**config.mk**
```make
export PLATFORM = sky130hd
export DESIGN_NAME = hcb_ram
export DESIGN_NICKNAME = d
export VERILOG_FILES = /design/src/rtl/hcb_ram.sv
export SDC_FILE = /design/constraint.sdc
export NUM_CORES = 1
export LEC_CHECK = 0
export BUFFER_PORTS_ARGS = -buffer_cell sky130_fd_sc_hd__buf_2
export CORE_UTILIZATION = 45
export CTS_CLUSTER_SIZE = 10
export DETAILED_ROUTE_END_ITERATION = 6
export PLACE_DENSITY = 0.63
export REMOVE_ABC_BUFFERS = 1
export SYNTH_ARGS = -nofsm -noshare
export SYNTH_HDL_FRONTEND = slang
export SYNTH_SLANG_ARGS = --single-unit
export TNS_END_PERCENT = 10
```
**constraint.sdc**
```tcl
create_clock -name clk -period 5.9 [get_ports clk]
set_input_delay 0.885 -clock clk [delete_from_list [all_inputs] [get_ports clk]]
set_output_delay 0.885 -clock clk [all_outputs]
set_load 0.01 [all_outputs]
```
**src/rtl/hcb_ram.sv**
```systemverilog
`timescale 1ns / 1ps
module hcb_ram #(
  parameter int WIDTH = 8,
  parameter int DEPTH = 32
) (
  input  logic                     clk,
  input  logic                     we,
  input  logic [$clog2(DEPTH)-1:0] waddr,
  input  logic [WIDTH-1:0]         wdata,
  input  logic [$clog2(DEPTH)-1:0] raddr,
  output logic [WIDTH-1:0]         rdata
);
  logic [WIDTH-1:0] mem [DEPTH];
  always_ff @(posedge clk) begin
    if (we) begin
      mem[waddr] <= wdata;
    end
    rdata <= mem[raddr];
  end
endmodule

```
==> impl_metrics.yaml, run 1 <==
status:
  outcome: "finished, final reports clean"
clocking:
  cts_tree: "yes"
  htree_levels: 1
  root_buffer: "clkbuf_16"
  holdBufCountCts: 0
  cts.clk_slew.worst_paths_ps: 50
  cts_buffer_depth: 3
  cts_resized: 0
  cts_setup_buffers: 0
  clk_latency_ps: 530
  cts-buffers-inserted: 30
  clock_sinks: 264
timing:
  hold_viol: 0
  fmax_mhz: 341.4
  slew_headroom_pct: 28.79
  tns_ps: 0
  fin_crit_sh_pct: 49.64
  clock_skew_ps: 10.68
  tightest_slew_ps: 1068
  slew_violations: 0
  setup_viol: 0
  rsz0062_at_grt: "false"
  min_period_ps: 2929
power_and_ir_drop:
  p_leak_nw: 3.497
  powerDensity_mw_per_mm2: 347.6
  ir_drop_v: 0.0002006
  p_total_mw: 3.935
layout:
  drive_above_1_share_pct: 31.60
  final_cell_mix: "256 x edfxtp_1, 80 x mux4_2, 33 x nor2_1"
  antenna_cells: 0
  final_cells: 761
  final_common_cell: "edfxtp_1"
  design_area_mm2: 0.01132
  syn_to_final_growth_pct: 12.61
  num-nets-final: 478
  nFillCells: 1717
setup_path:
  regToRegSetupSlack_ps: 4060
  crit_path_start_kind: "primary input"
  endpoint: "rdata[0]$_DFF_P_"
  crit_path_start: "raddr[0]"
  setup.worst_path.class: "primary input to flop"
  rr_worst_depth: 3
  critPathMaxFanout: 52
  critPathArrivalTime_ps: 3340
  critPathCaptureType: "flop"
  worstReg2RegEnd: "rdata[5]$_DFF_P_"
  r2r_start: "mem[12][5]$_DFFE_PP_"
  crit_required_ps: 6310
routing:
  drtPass1Iterations: 4
  ant_nets: 0
  routed_wl_um: 20210
  routedWlPerCell_um: 26.56
  drc_errors: 0
  drtIter0Drc: 507
  avgViaCountPerCell: 5.821
  vias: 4430
placement:
  routabilityCongestion: 0.7203
  portBuffers: 27
  postPlaceCellArea_mm2: 0.01045
  place_hpwl_um: 12460
  place_inst: 706
floorplan:
  num_io_pins: 28
  core_area_mm2: 0.02189
  row_count: 54
  die_h_um: 151.5
  die_w_um: 151.5
  start_util_pct: 45.92
  dieArea_mm2: 0.02294
global_route:
  grtUsageTotal_pct: 18.51
  grt_overflow: 0
  grt_pass1_vias: 4404
  grt_max_degree: 53
  antenna_found_initial: 0
  grt_pass1_wl_um: 29740
synthesis:
  yosys_warnings: 0
  avgSynthCellArea_um2: 24.11
  ys_ff_latch: 264
  ys_top_cells_by_area: "edfxtp_1 76%, mux4_2 18%, dfxtp_1 1.6%, nor2_1 1.2%, mux2_2 0.90%"
  yosysSeqAreaShare_pct: 78.06
  ys_types: 15
  synth_top_cell_by_area: "edfxtp_1"
  netlist_instances: 417
  yosys.area.top_type_share_pct: 76.47
  synth_area_mm2: 0.01005
min_path:
  min_path_type: "primary input to flop"
job:
  cap_violations: 0
-- cell type report --
| cell class | instances | area, um^2 | area share (%) |
|---|---|---|---|
| Clock buffer | 54 | 862.1 | 7.615 |
| Clock inverter | 1 | 8.758 | 0.07736 |
| Multi-Input combinational cell | 133 | 2100 | 18.55 |
| Sequential cell | 264 | 7848 | 69.32 |
| Tap cell | 280 | 350.3 | 3.095 |
| Timing Repair Buffer | 29 | 152.6 | 1.348 |
-- Yosys cell counts --
cell type	n
buf_1	6
mux2_2	8
buf_2	1
nand3b_1	5
buf_6	1
or3_1	1
or3b_2	3
mux4_2	80
clkbuf_1	6
dfxtp_1	8
edfxtp_1	256
nor2_1	33
nand2_1	1
nand3_1	2
buf_4	6
-- sequential cells by signal, indices dropped and copies added (netlist names) --
| name | flops |
|---|---|
| mem | 256 |
| rdata | 8 |
-- metal layers --
metal  GRT usage, %  share of wire (%)  vias to the layer above  wire length, um
met5              0                  0                        -                0
met4          5.500                2.1                        0              431
met3          2.904                6.7                       35             1363
met2          28.29                 48                      167             9650
met1          27.68                 43                     2359             8765
li1               -                  -                     1869                -
-- stage by stage --
stage / hold WS (ps) / worst slack (ps) / util, %
6_report: 834.0 / 2971 / 51.71
5_1_grt: 821.1 / 2761 / 51.71
4_1_cts: 821.7 / 2827 / 51.71
3_5_place_dp: 886.1 / 2283 / 47.74
3_3_place_gp: 881.9 / 2329 / 47.74
2_1_floorplan: 865.1 / 3699 / -
-- report_power, final --
| group | internal [mW] | switching, mW |
|---|---|---|
| registers | 2.09 | 0.0113 |
| logic | 0.0814 | 0.110 |
| clock network | 0.974 | 0.672 |
-- critical path, stage by stage --
cell,delay [ps]
buf_4,730
buf_4,420
mux4_2,550
mux4_2,480
mux2_2,270
-- logic make-up (layout without fill, tap and decap cells) --
logic type,Yosys count,count (layout),synth area share (%)
and+or+nand+nor,45,45,2.066
buffers and inverters,20,84,1.058
muxes,88,88,18.82
DFF,264,264,78.06
-- how the worst min path moves through the flow --
stage	cells past startpoint	slack [ps]	end	startpoint
detailed placement	3	890	rdata[7]$_DFF_P_	mem[21][7]$_DFFE_PP_
CTS	2	820	rdata[1]$_DFF_P_	raddr[3]
floorplan	3	870	rdata[0]$_DFF_P_	mem[12][0]$_DFFE_PP_
global route	2	820	rdata[3]$_DFF_P_	raddr[3]
finish	2	830	rdata[1]$_DFF_P_	raddr[3]
global placement	3	880	rdata[7]$_DFF_P_	mem[16][7]$_DFFE_PP_
No activity file was read; power rests on OpenSTA's default activity.
==> run 2, diff against run 1 <==
--- a/config.mk
+++ b/config.mk
@@ -5,6 +5,7 @@
 export SDC_FILE = /design/constraint.sdc
 export NUM_CORES = 1
 export LEC_CHECK = 0
+export ABC_AREA = 1
 export BUFFER_PORTS_ARGS = -buffer_cell sky130_fd_sc_hd__buf_2
 export CORE_UTILIZATION = 45
 export CTS_CLUSTER_SIZE = 10
==> constraint.sdc (replaced) <==
create_clock -name clk -period 2.9 [get_ports clk]
set_input_delay 0.435 -clock clk [delete_from_list [all_inputs] [get_ports clk]]
set_output_delay 0.435 -clock clk [all_outputs]
set_load 0.01 [all_outputs]
==> impl_metrics.yaml, run 2 <==
status:
  outcome: "finished, final reports clean"
routing:
  routed_wl_um: 25720
  drc_errors: 0
  drtIter0Drc: 644
  avgViaCountPerCell: 5.302
  ant_nets: 0
  vias: 6908
  drtPass1Iterations: 4
  routedWlPerCell_um: 19.74
floorplan:
  dieArea_mm2: 0.02459
  core_area_mm2: 0.02347
  start_util_pct: 45.95
  row_count: 56
  die_h_um: 156.8
  num_io_pins: 28
  die_w_um: 156.8
synthesis:
  synth_top_cell_by_area: "edfxtp_1"
  yosys.area.top_type_share_pct: 71.27
  ys_ff_latch: 264
  synthArstFlopShare_pct: 0
  yosysSeqAreaShare_pct: 72.75
  ys_types: 12
  avgSynthCellArea_um2: 11.70
  synth_most_common_cell: "nand2_1"
  ys_top_cells_by_area: "edfxtp_1 71%, nand2_1 13%, nand3_1 9.5%, buf_6 2.5%, dfxtp_1 1.5%"
  synth-edff-count: 256
  ys.flop_type: "edfxtp_1"
  netlist_instances: 922
  synth_area_mm2: 0.01079
  synth_common_cells: "360 x nand2_1, 256 x edfxtp_1, 204 x nand3_1"
  yosys_warnings: 0
setup_path:
  setup.worst_path.class: "primary input to flop"
  critPathArrivalTime_ps: 1660
  r2r_start: "mem[17][3]$_DFFE_PP_"
  crit_required_ps: 3070
  rr_worst_depth: 8
  regToRegSetupSlack_ps: 1700
  path_buf_inv: 2
  path_delay_family: "simple AND/OR/NAND/NOR gates"
  worstReg2RegEnd: "rdata[3]$_DFF_P_"
  cpMaxStageDelayCell: "nor2_1"
  critPathCaptureType: "flop"
  crit_chain: "buf_2 -> inv_1 -> nand3_1 -> nor2_1"
  max_stage_delay_ps: 670
  crit_path_start_kind: "primary input"
  critPathMaxFanout: 8
placement:
  place_hpwl_um: 14890
  place_inst: 1256
  routabilityCongestion: 0.7978
  portBuffers: 27
  postPlaceCellArea_mm2: 0.01127
min_path:
  hold_path_depth: 3
  holdCritStartpoint: "raddr[4]"
  hold_end: "rdata[0]$_DFF_P_"
  min_path_type: "primary input to flop"
layout:
  final-seq-area_mm2: 0.007848
  drive_above_1_share_pct: 10.27
  final_cell_mix: "360 x nand2_1, 256 x edfxtp_1, 204 x nand3_1"
  reg_top3: "mem x256, rdata x8"
  regMostFlops: "mem"
  final_cells: 1303
  num-nets-final: 989
  final_common_cell: "nand2_1"
  nFillCells: 2099
  largest_reg_flops: 256
  multi_input_comb_area_mm2: 0.002492
  design_area_mm2: 0.01211
  syn_to_final_growth_pct: 12.28
power_and_ir_drop:
  powerDensity_mw_per_mm2: 666.2
  netSwitchingFraction_pct: 21.53
  p_comb_share_pct: 6.2
  ir_drop_v: 0.0004013
  p_int_mw: 6.332
  p_sw_mw: 1.737
  seqPwrFrac_pct: 52.8
  p_clk_share_pct: 41.0
  p_leak_nw: 4.515
clocking:
  cts_buffer_depth: 3
  cts-buffers-inserted: 30
  cts_resized: 0
  htree_levels: 1
  root_buffer: "clkbuf_16"
  cts.clk_slew.worst_paths_ps: 50
  clk_latency_ps: 540
  holdBufCountCts: 0
  clock_sinks: 264
  cts_tree: "yes"
  cts_setup_buffers: 0
timing:
  min_period_ps: 1487
  tns_ps: 0
  setup_viol: 0
  clock_skew_ps: 9.209
  rsz0062_at_grt: "false"
  hold_viol: 0
  fin_crit_sh_pct: 51.26
  slew_violations: 0
  slew_headroom_pct: 50.83
  fmax_mhz: 672.7
  tightest_slew_ps: 737.6
global_route:
  grt_overflow: 0
  grtUsageTotal_pct: 21.89
  antenna_found_initial: 1
  grt_pass1_vias: 6752
  grt_max_degree: 71
  grt_pass1_wl_um: 39760
job:
  cap_violations: 0
==> run 2: cell types whose count changed in the layout (fill, tap and decap cells not counted), sizes merged, moves of 3 or more <==
cell | previous run | this run
inv | 0 | 10
buf | 29 | 67
mux2 | 8 | 0
nand2 | 1 | 360
nand3 | 2 | 204
clkbuf | 54 | 46
nand3b | 5 | 0
or3b | 3 | 0
mux4 | 80 | 0
==> run 2: tightest hold or removal path, stage by stage <==
cell and delay [ps]:
buf_2 150, nand2_1 70, nand2_1 50
==> run 2: area by class of cell <==
cell class	count	share of cell area, %
Tap cell	319	3.295
Sequential cell	264	64.79
Clock buffer	46	6.952
Antenna cell	1	0.02066
Inverter	10	0.3306
Timing Repair Buffer	67	4.029
Multi-Input combinational cell	596	20.58
==> run 2: metal layers <==
layer	GRT usage, %	vias to the layer above	routed length [um]
met1	30.80	3380	11450
met5	0	-	0
met2	35.66	202	12310
met3	3.240	42	1407
met4	5.509	0	545
li1	-	3284	-
==> run 2: kinds of logic (layout without fill, tap and decap cells) <==
| family | after synthesis | count (layout) | share of synthesized area, % |
|---|---|---|---|
| simple gates | 596 | 596 | 23.11 |
| flops | 264 | 264 | 72.75 |
| other cells | 0 | 1 | 0 |
| buf+inv | 62 | 123 | 4.141 |
==> run 2: through the flow <==
step	total power, mW	util [%]	hold slack (ps)	setup WS, ps
floorplan	4.564	-	533.9	911.7
global placement	4.835	48.00	726.7	915.4
detailed placement	4.843	48.00	763.3	874.6
CTS	8.124	51.59	208.2	1392
global route	8.318	51.59	222.0	1346
finish	8.069	51.60	220.5	1413
==> run 2: power by group through the flow <==
stage / sequential, mW / clock, mW / combinational, mW
5_1_grt: 4.26 / 3.50 / 0.561
6_report: 4.26 / 3.31 / 0.502
2_1_floorplan: 4.34 / 0 / 0.224
3_3_place_gp: 4.34 / 0 / 0.500
3_5_place_dp: 4.34 / 0 / 0.506
4_1_cts: 4.26 / 3.36 / 0.508
==> run 2: how the worst max path moves through the flow <==
stage / startpoint / endpoint / slack (ps) / depth (start not counted)
floorplan: raddr[0] / rdata[0]$_DFF_P_ / 910 / 9
global placement: raddr[2] / rdata[0]$_DFF_P_ / 920 / 9
detailed placement: waddr[0] / mem[0][2]$_DFFE_PP_ / 870 / 4
CTS: rdata[7]$_DFF_P_ / rdata[7] / 1390 / 1
global route: waddr[0] / mem[0][2]$_DFFE_PP_ / 1350 / 4
finish: waddr[0] / mem[0][3]$_DFFE_PP_ / 1410 / 4
